===== src/rtl/pfx_pkg.sv =====
// ----------------------------------------------------------------------------
// Prefix expression evaluator package
// Character codes, status codes, ALU request types and state encodings.
// ----------------------------------------------------------------------------
package pfx_pkg;

    localparam int STACK_DEPTH_DEF = 64;
    localparam int WORD_W          = 32;
    localparam int SYM_W           = 8;
    localparam int STATUS_W        = 3;

    // Operator and digit character codes
    localparam logic [SYM_W-1:0] CH_PLUS   = 8'h2B;
    localparam logic [SYM_W-1:0] CH_MINUS  = 8'h2D;
    localparam logic [SYM_W-1:0] CH_STAR   = 8'h2A;
    localparam logic [SYM_W-1:0] CH_SLASH  = 8'h2F;
    localparam logic [SYM_W-1:0] CH_CARET  = 8'h5E;
    localparam logic [SYM_W-1:0] CH_LPAREN = 8'h28;
    localparam logic [SYM_W-1:0] CH_RPAREN = 8'h29;
    localparam logic [SYM_W-1:0] CH_ZERO   = 8'h30;

    // Result status codes
    typedef logic [STATUS_W-1:0] status_t;
    localparam status_t ST_OK    = 3'd0;
    localparam status_t ST_UNDER = 3'd1;
    localparam status_t ST_OVER  = 3'd2;
    localparam status_t ST_DIVZ  = 3'd3;
    localparam status_t ST_EMPTY = 3'd4;

    typedef enum logic [2:0] {
        OP_ADD,
        OP_SUB,
        OP_MUL,
        OP_DIV,
        OP_POW,
        OP_ONE
    } alu_op_t;

    typedef struct packed {
        logic    start;
        alu_op_t op;
    } alu_req_t;

    typedef struct packed {
        logic done;
        logic divz;
    } alu_rsp_t;

    typedef enum logic [2:0] {
        T_IDLE,
        T_RD_B,
        T_RD_A,
        T_EXEC,
        T_WAIT,
        T_FETCH,
        T_LOAD
    } top_state_t;

    typedef enum logic [2:0] {
        A_IDLE,
        A_DIV,
        A_FIX,
        A_PMUL,
        A_PSQR,
        A_DONE
    } alu_state_t;

    // True for characters that pop two operands
    function automatic logic sym_is_op(logic [SYM_W-1:0] sym);
        logic hit;
        case (sym) inside
            CH_PLUS, CH_MINUS, CH_STAR, CH_SLASH,
            CH_CARET, CH_LPAREN, CH_RPAREN: hit = 1'b1;
            default:                        hit = 1'b0;
        endcase
        return hit;
    endfunction

    // Map an operator character to its ALU operation
    function automatic alu_op_t sym_to_op(logic [SYM_W-1:0] sym);
        alu_op_t op;
        case (sym) inside
            CH_PLUS:  op = OP_ADD;
            CH_MINUS: op = OP_SUB;
            CH_STAR:  op = OP_MUL;
            CH_SLASH: op = OP_DIV;
            CH_CARET: op = OP_POW;
            default:  op = OP_ONE;
        endcase
        return op;
    endfunction

endpackage


===== src/rtl/pfx_alu.sv =====
// ----------------------------------------------------------------------------
// Prefix expression evaluator ALU
// Multi-cycle unit around one 32x32 multiplier: add, sub, multiply,
// restoring divide (one quotient bit per cycle), square-and-multiply
// power and the constant one used for ( ).
// ----------------------------------------------------------------------------
module pfx_alu (
    input  logic                         aclk,
    input  logic                         aresetn,
    input  pfx_pkg::alu_req_t            req,
    input  logic [pfx_pkg::WORD_W-1:0]   b_in,
    input  logic [pfx_pkg::WORD_W-1:0]   a_in,
    output pfx_pkg::alu_rsp_t            rsp,
    output logic [pfx_pkg::WORD_W-1:0]   result
);
    import pfx_pkg::*;

    localparam int STEP_W = $clog2(WORD_W);

    alu_state_t          state_reg, state_next;
    logic [WORD_W-1:0]   res_reg;
    logic [WORD_W-1:0]   opnd_reg;   // power base or divisor magnitude
    logic [WORD_W-1:0]   work_reg;   // exponent or quotient
    logic [WORD_W-1:0]   rem_reg;
    logic [STEP_W-1:0]   step_reg;
    logic                neg_reg;
    logic                divz_reg;

    logic [WORD_W-1:0]   mul_x, mul_y, product;
    logic [WORD_W-1:0]   mag_b, mag_a;
    logic [WORD_W:0]     shifted, trial;

    assign mag_b   = b_in[WORD_W-1] ? (WORD_W'(0) - b_in) : b_in;
    assign mag_a   = a_in[WORD_W-1] ? (WORD_W'(0) - a_in) : a_in;
    assign product = mul_x * mul_y;

    // Divider step: shift in next dividend bit, trial subtract
    assign shifted = {rem_reg, work_reg[WORD_W-1]};
    assign trial   = shifted - {1'b0, opnd_reg};

    // Next state
    always_comb begin
        state_next = state_reg;
        unique case (state_reg)
            A_IDLE: begin
                if (req.start) begin
                    if (req.op == OP_DIV && a_in != '0) begin
                        state_next = A_DIV;
                    end else if (req.op == OP_POW && !a_in[WORD_W-1] && a_in != '0) begin
                        state_next = A_PMUL;
                    end else begin
                        state_next = A_DONE;
                    end
                end
            end
            A_DIV: begin
                if (step_reg == STEP_W'(WORD_W - 1)) begin
                    state_next = A_FIX;
                end
            end
            A_FIX:  state_next = A_DONE;
            A_PMUL: state_next = A_PSQR;
            A_PSQR: begin
                if (work_reg[WORD_W-1:1] == '0) begin
                    state_next = A_DONE;
                end else begin
                    state_next = A_PMUL;
                end
            end
            A_DONE:  state_next = A_IDLE;
            default: state_next = A_IDLE;
        endcase
    end

    // Outputs and multiplier operand select
    always_comb begin
        rsp.done = (state_reg == A_DONE);
        rsp.divz = divz_reg;
        result   = res_reg;
        mul_x    = b_in;
        mul_y    = a_in;
        unique case (state_reg)
            A_PMUL: begin
                mul_x = res_reg;
                mul_y = opnd_reg;
            end
            A_PSQR: begin
                mul_x = opnd_reg;
                mul_y = opnd_reg;
            end
            default: begin
                mul_x = b_in;
                mul_y = a_in;
            end
        endcase
    end

    // State register
    always_ff @(posedge aclk) begin
        if (!aresetn) begin
            state_reg <= A_IDLE;
        end else begin
            state_reg <= state_next;
        end
    end

    // Datapath registers
    always_ff @(posedge aclk) begin
        case (state_reg)
            A_IDLE: begin
                if (req.start) begin
                    divz_reg <= (req.op == OP_DIV) && (a_in == '0);
                    case (req.op)
                        OP_ADD: res_reg <= b_in + a_in;
                        OP_SUB: res_reg <= b_in - a_in;
                        OP_MUL: res_reg <= product;
                        OP_DIV: begin
                            res_reg  <= '0;
                            work_reg <= mag_b;
                            opnd_reg <= mag_a;
                            rem_reg  <= '0;
                            neg_reg  <= b_in[WORD_W-1] ^ a_in[WORD_W-1];
                            step_reg <= '0;
                        end
                        OP_POW: begin
                            res_reg  <= WORD_W'(1);
                            opnd_reg <= b_in;
                            work_reg <= a_in;
                        end
                        default: res_reg <= WORD_W'(1);
                    endcase
                end
            end
            A_DIV: begin
                rem_reg  <= trial[WORD_W] ? shifted[WORD_W-1:0] : trial[WORD_W-1:0];
                work_reg <= {work_reg[WORD_W-2:0], ~trial[WORD_W]};
                step_reg <= step_reg + STEP_W'(1);
            end
            A_FIX: begin
                res_reg <= neg_reg ? (WORD_W'(0) - work_reg) : work_reg;
            end
            A_PMUL: begin
                if (work_reg[0]) begin
                    res_reg <= product;
                end
            end
            A_PSQR: begin
                opnd_reg <= product;
                work_reg <= {1'b0, work_reg[WORD_W-1:1]};
            end
            default: begin
            end
        endcase
    end

endmodule


===== src/rtl/prefix_expression_evaluator.sv =====
// ----------------------------------------------------------------------------
// Prefix expression evaluator
// Stack machine that evaluates a prefix expression fed from its last
// character to its first, with a multi-cycle shared ALU.
// ----------------------------------------------------------------------------
// Usage:
//   s_ channel: one character per request in s_tdata, s_tlast on the final
//   character fed (the first character of the expression).
//   m_ channel: one result per expression, value in m_tdata and status in
//   m_tuser (0 ok, 1 underflow, 2 overflow, 3 divide by zero, 4 empty).
//   A digit is pushed as it is taken. An operator reads its two operands
//   (T_RD_B, T_RD_A), starts the shared ALU (T_EXEC) and waits for it
//   (T_WAIT); / iterates over 32 divider steps and ^ makes two multiplier
//   passes per exponent bit. The final character then goes through
//   T_FETCH to read the top of stack and T_LOAD to load the output
//   register. s_tready is low while a character is being worked on.
//   The output register holds a result until m_tready; the block keeps
//   taking characters meanwhile and waits only if a second result is ready.
//   Reset empties the stack, clears the status and drops the output valid;
//   no memory clearing pass is needed.
// ----------------------------------------------------------------------------
module prefix_expression_evaluator #(
    parameter int STACK_DEPTH = pfx_pkg::STACK_DEPTH_DEF
) (
    input  logic                           aclk,
    input  logic                           aresetn,
    input  logic                           s_tvalid,
    output logic                           s_tready,
    input  logic [pfx_pkg::SYM_W-1:0]      s_tdata,   // [7:0] symbol
    input  logic                           s_tlast,   // last_symbol
    output logic                           m_tvalid,
    input  logic                           m_tready,
    output logic [pfx_pkg::WORD_W-1:0]     m_tdata,   // [31:0] value
    output logic [pfx_pkg::STATUS_W-1:0]   m_tuser    // [2:0] status
);
    import pfx_pkg::*;

    localparam int IDX_W = (STACK_DEPTH > 1) ? $clog2(STACK_DEPTH) : 1;
    localparam int CNT_W = $clog2(STACK_DEPTH + 1);

    top_state_t          state_reg, state_next;
    logic [CNT_W-1:0]    cnt_reg;
    status_t             err_reg;
    alu_op_t             op_reg;
    logic                last_reg;
    logic [WORD_W-1:0]   b_reg;
    logic [WORD_W-1:0]   rd_data_reg;
    logic                m_valid_reg;
    logic [WORD_W-1:0]   m_data_reg;
    status_t             m_status_reg;

    logic [WORD_W-1:0]   stack_mem [STACK_DEPTH];

    logic                accept;
    logic                in_is_op;
    logic [WORD_W-1:0]   push_word;
    logic [CNT_W-1:0]    cnt_m1, cnt_m2;
    logic                has_room, has_two, out_free;
    logic                wr_en;
    logic [IDX_W-1:0]    wr_addr, rd_addr;
    logic [WORD_W-1:0]   wr_data;
    alu_req_t            alu_req;
    alu_rsp_t            alu_rsp;
    logic [WORD_W-1:0]   alu_result;
    status_t             end_status;

    assign accept    = s_tvalid && s_tready;
    assign in_is_op  = sym_is_op(s_tdata);
    assign push_word = {{(WORD_W - SYM_W){1'b0}}, s_tdata} - WORD_W'(CH_ZERO);
    assign cnt_m1    = cnt_reg - CNT_W'(1);
    assign cnt_m2    = cnt_reg - CNT_W'(2);
    assign has_room  = (cnt_reg < CNT_W'(STACK_DEPTH));
    assign has_two   = (cnt_reg >= CNT_W'(2));
    assign out_free  = !m_valid_reg || m_tready;

    // Final status: first recorded error wins, else empty or ok
    always_comb begin
        if (err_reg != ST_OK) begin
            end_status = err_reg;
        end else if (cnt_reg == '0) begin
            end_status = ST_EMPTY;
        end else begin
            end_status = ST_OK;
        end
    end

    pfx_alu u_alu (
        .aclk    (aclk),
        .aresetn (aresetn),
        .req     (alu_req),
        .b_in    (b_reg),
        .a_in    (rd_data_reg),
        .rsp     (alu_rsp),
        .result  (alu_result)
    );

    // Next state
    always_comb begin
        state_next = state_reg;
        unique case (state_reg)
            T_IDLE: begin
                if (accept) begin
                    if (in_is_op && has_two) begin
                        state_next = T_RD_B;
                    end else if (s_tlast) begin
                        state_next = T_FETCH;
                    end
                end
            end
            T_RD_B:  state_next = T_RD_A;
            T_RD_A:  state_next = T_EXEC;
            T_EXEC:  state_next = T_WAIT;
            T_WAIT: begin
                if (alu_rsp.done) begin
                    state_next = last_reg ? T_FETCH : T_IDLE;
                end
            end
            T_FETCH: state_next = T_LOAD;
            T_LOAD: begin
                if (out_free) begin
                    state_next = T_IDLE;
                end
            end
            default: state_next = T_IDLE;
        endcase
    end

    // Control outputs: handshake, stack ports, ALU request
    always_comb begin
        s_tready      = 1'b0;
        rd_addr       = cnt_m1[IDX_W-1:0];
        wr_en         = 1'b0;
        wr_addr       = cnt_reg[IDX_W-1:0];
        wr_data       = push_word;
        alu_req.start = 1'b0;
        alu_req.op    = op_reg;
        unique case (state_reg)
            T_IDLE: begin
                s_tready = 1'b1;
                wr_en    = accept && !in_is_op && has_room;
            end
            T_RD_A: rd_addr = cnt_m2[IDX_W-1:0];
            T_EXEC: alu_req.start = 1'b1;
            T_WAIT: begin
                wr_en   = alu_rsp.done;
                wr_addr = cnt_m2[IDX_W-1:0];
                wr_data = alu_result;
            end
            default: begin
            end
        endcase
    end

    // Operand stack: one write and one registered read port
    always_ff @(posedge aclk) begin
        if (wr_en) begin
            stack_mem[wr_addr] <= wr_data;
        end
        rd_data_reg <= stack_mem[rd_addr];
    end

    // Operand and operation capture
    always_ff @(posedge aclk) begin
        if (state_reg == T_IDLE && accept) begin
            op_reg   <= sym_to_op(s_tdata);
            last_reg <= s_tlast;
        end
        if (state_reg == T_RD_A) begin
            b_reg <= rd_data_reg;
        end
        if (state_reg == T_LOAD && out_free) begin
            m_data_reg   <= (cnt_reg != '0) ? rd_data_reg : '0;
            m_status_reg <= end_status;
        end
    end

    // Control registers: state, stack count, sticky error, output valid
    always_ff @(posedge aclk) begin
        if (!aresetn) begin
            state_reg   <= T_IDLE;
            cnt_reg     <= '0;
            err_reg     <= ST_OK;
            m_valid_reg <= 1'b0;
        end else begin
            state_reg <= state_next;
            // Drop an accepted result unless a new one loads in its place
            if (m_valid_reg && m_tready && state_reg != T_LOAD) begin
                m_valid_reg <= 1'b0;
            end
            case (state_reg)
                T_IDLE: begin
                    if (accept) begin
                        if (in_is_op) begin
                            if (!has_two && err_reg == ST_OK) begin
                                err_reg <= ST_UNDER;
                            end
                        end else if (has_room) begin
                            cnt_reg <= cnt_reg + CNT_W'(1);
                        end else if (err_reg == ST_OK) begin
                            err_reg <= ST_OVER;
                        end
                    end
                end
                T_WAIT: begin
                    // Drop two operands, push one result
                    if (alu_rsp.done) begin
                        cnt_reg <= cnt_m1;
                        if (alu_rsp.divz && err_reg == ST_OK) begin
                            err_reg <= ST_DIVZ;
                        end
                    end
                end
                T_LOAD: begin
                    if (out_free) begin
                        m_valid_reg <= 1'b1;
                        cnt_reg     <= '0;
                        err_reg     <= ST_OK;
                    end
                end
                default: begin
                end
            endcase
        end
    end

    assign m_tvalid = m_valid_reg;
    assign m_tdata  = m_data_reg;
    assign m_tuser  = m_status_reg;

endmodule


===== config.mk =====
export PLATFORM = sky130hd
export DESIGN_NAME = prefix_expression_evaluator
export DESIGN_NICKNAME = d
export VERILOG_FILES = /design/src/rtl/pfx_pkg.sv /design/src/rtl/pfx_alu.sv /design/src/rtl/prefix_expression_evaluator.sv
export SDC_FILE = /design/constraint.sdc
export NUM_CORES = 2
export LEC_CHECK = 0
export BUFFER_PORTS_ARGS = -buffer_cell sky130_fd_sc_hd__buf_4
export CORE_AREA = 8 8 442 444
export CTS_CLUSTER_SIZE = 40
export DETAILED_ROUTE_END_ITERATION = 7
export DIE_AREA = 0 0 450 452
export GPL_TIMING_DRIVEN = 0
export PLACE_DENSITY_LB_ADDON = 0.1
export SLEW_MARGIN = 10
export SYNTH_ARGS = -nofsm -noshare
export SYNTH_HDL_FRONTEND = slang
export SYNTH_SLANG_ARGS = --single-unit

===== constraint.sdc =====
create_clock -name aclk -period 23.9 [get_ports aclk]
set_input_delay 3.585 -clock aclk [delete_from_list [all_inputs] [get_ports aclk]]
set_output_delay 3.585 -clock aclk [all_outputs]
set_load 0.01 [all_outputs]

==> results.cfg <==
[clock_tree]
hold_buffers = 0
cts_buffer_depth = 3
cts_tree = built
clock-root-buffer = clkbuf_16
post_cts_buffers = 0
cts_made_buffers = 223
cts-resized-gates = 0
cts_htree_levels = 4
insertion_delay_ns = 0.87
path_clk_slew_ns = 0.07
numClockSinks = 2302

[critical_path]
critPathMaxFanout = 10
worst_setup_path_start_kind = flop
crit_start = u_alu.state_reg[2]
cp_top_family = adder cells
critPathKind = flop to flop
critPathRequiredTime_ns = 24.53
cpMostUsedCell = fa_1
path_buf_inv = 8
crit_path_end_kind = flop
max_stage_delay_ns = 0.94
r2r_start = u_alu.state_reg[2]
cp_slowest_cell = mux2i_1
r2r_slack_ns = 12.82
cp.arrival_ns = 11.71

[yosys]
synth_cells = 7386
synth_area_leaders = edfxtp_1 60%, mux4_2 10%, fa_1 7.3%
synth_top_area_share = 0.6039
syn_area_mm2 = 0.1121
ys.flop_type = edfxtp_1
synth_area_leader_cell = edfxtp_1
synth_cell_types = 95
yosysWarnings = 0
async_reset_ff_frac = 0
yosysSeqAreaShare = 0.6125
synth_nets = 8011
syn_avg_cell_area_um2 = 15.17
ys_seq_elements = 2302
synth-edff-count = 2254

[sta]
max_slew_margin = -0.007224
fmax_mhz = 90.27
rsz0062_at_grt = false
holdWs_ns = 0.4367
hold_viol_final = 0
fin_crit_ns = 11.08
skew_ns = 0.08203
setup_viol = 0
slew_viol_final = 2
worstMarginPinSlew_ns = 1.502
period_share = 0.4635
setup_tns_ns = 0

[placed_design]
portBuffers = 49
placed_cell_area_mm2 = 0.1186
gp_congestion = 1.046
place_hpwl_mm = 255.0

[routing]
first_pass_iters = 8
drtIter0Drc = 8294
via_per_inst = 6.562
drc = 2
wirelength_mm = 350.4
wire_per_inst_um = 33.47
vias = 68700
drtAntennaViolNets = 0

[floorplanning]
die_w_um = 450
pin_count = 50
design.die.area_mm2 = 0.2034
core_area_mm2 = 0.1886
start_util = 0.5943
row_count = 160
fp.dieH_um = 452

[hold_path]
hp-class = flop to flop
min_from = rd_data_reg[29]

[layout]
nets = 8387
regMostFlops = stack_mem
multi_input_area_mm2 = 0.04082
drive_above_1_share = 0.1610
largest_reg_flops = 2048
fill_cells = 13190
stdcell_area_mm2 = 0.1259
areaGrowthSynthToFinish_pct = 12.33
ff_latch_area_mm2 = 0.06865

[status]
outcome = complete, but fails checks
violations = DRC, capacitance limit, slew limit

[grt]
first_global_vias = 68570
track_usage = 0.3408
antenna_found_initial = 14
overflow = 0
grt_max_degree = 65
grt_pass1_wl_mm = 495.4

[flow_run]
maxCapViolCount = 3
## Yosys cell counts, types with 48 or more instances
cell type / instances
a211oi_1: 165
a21o_1: 77
a21oi_1: 214
a311oi_1: 64
a31oi_1: 83
and2_1: 170
buf_1: 63
buf_2: 57
clkbuf_1: 278
dfxtp_1: 48
edfxtp_1: 2254
fa_1: 410
ha_1: 202
inv_1: 455
mux2i_1: 52
mux4_2: 514
nand2_1: 695
nand2b_1: 52
nor2_1: 546
o21ai_0: 196
xnor2_1: 122
xor2_1: 134
## worst register-to-register path: cells and delay by family (launching register included)
family	cells	cell delay (ns)
compound gates	8	1.98
flops	1	0.30
mux	1	0.95
buf+inv	8	1.58
simple gates	5	1.47
xor+xnor	1	0.80
fa+ha+maj	9	3.79
## per-stage QoR
| step | utilization | instances | setup WS [ns] |
|---|---|---|---|
| after global placement | 0.6130 | 9946 | 13.07 |
| after detailed placement | 0.6287 | 10050 | 13.07 |
| after global routing | 0.6675 | 10460 | 12.66 |
| after floorplan | - | 7386 | 15.48 |
| after CTS | 0.6674 | 10460 | 13.02 |
| final | 0.6676 | 10470 | 12.82 |
## final timing paths
check | endpoint | cells past startpoint
min reg2reg | b_reg[29] | 0
max reg2reg | u_alu.result[24] | 32
max | u_alu.result[24] | 32
min | b_reg[29] | 0
## cells by family after synthesis
logic type / synth area share
AO/OA/AOI/OAI: 0.06123
XOR/XNOR: 0.02090
adder cells (fa/ha/maj): 0.09578
buffers and inverters: 0.03048
flip-flops: 0.6125
multiplexers: 0.1105
AND/OR/NAND/NOR: 0.06865
## layout make-up
| type | count | share of cell area |
|---|---|---|
| sequential | 2302 | 0.5452 |
| multi-input combinational | 4218 | 0.3242 |
| clock buffer | 262 | 0.04606 |
| tap | 2511 | 0.02495 |
| timing repair buffer | 151 | 0.02033 |
| inverter | 457 | 0.01363 |
| buffer | 409 | 0.01358 |
| clock inverter | 152 | 0.01181 |
| antenna | 8 | 0.0001590 |
## cells in the final DEF (no fill, tap or decap), types with 121 or more instances in the layout
| cell type | instances |
|---|---|
| and2_1 | 170 |
| nor2_1 | 481 |
| ha_1 | 202 |
| clkbuf_1 | 306 |
| nand2_1 | 691 |
| xnor2_1 | 121 |
| xor2_1 | 133 |
| mux4_2 | 514 |
| inv_1 | 455 |
| clkbuf_16 | 225 |
| o21ai_0 | 196 |
| edfxtp_1 | 2254 |
| fa_1 | 410 |
| a21oi_1 | 208 |
| a211oi_1 | 161 |
## metal layers
layer | vias up | part of all wire | global-route usage
met1 | 35200 | 0.35 | 0.4241
met5 | - | 0.000091 | 0
li1 | 28440 | - | -
met3 | 1045 | 0.092 | 0.06594
met4 | 6 | 0.086 | 0.2325
met2 | 4019 | 0.47 | 0.5461
Power is left out: the tool's default activity adds up to more than one toggle a clock period on the data nets, which glitch-free logic cannot reach.
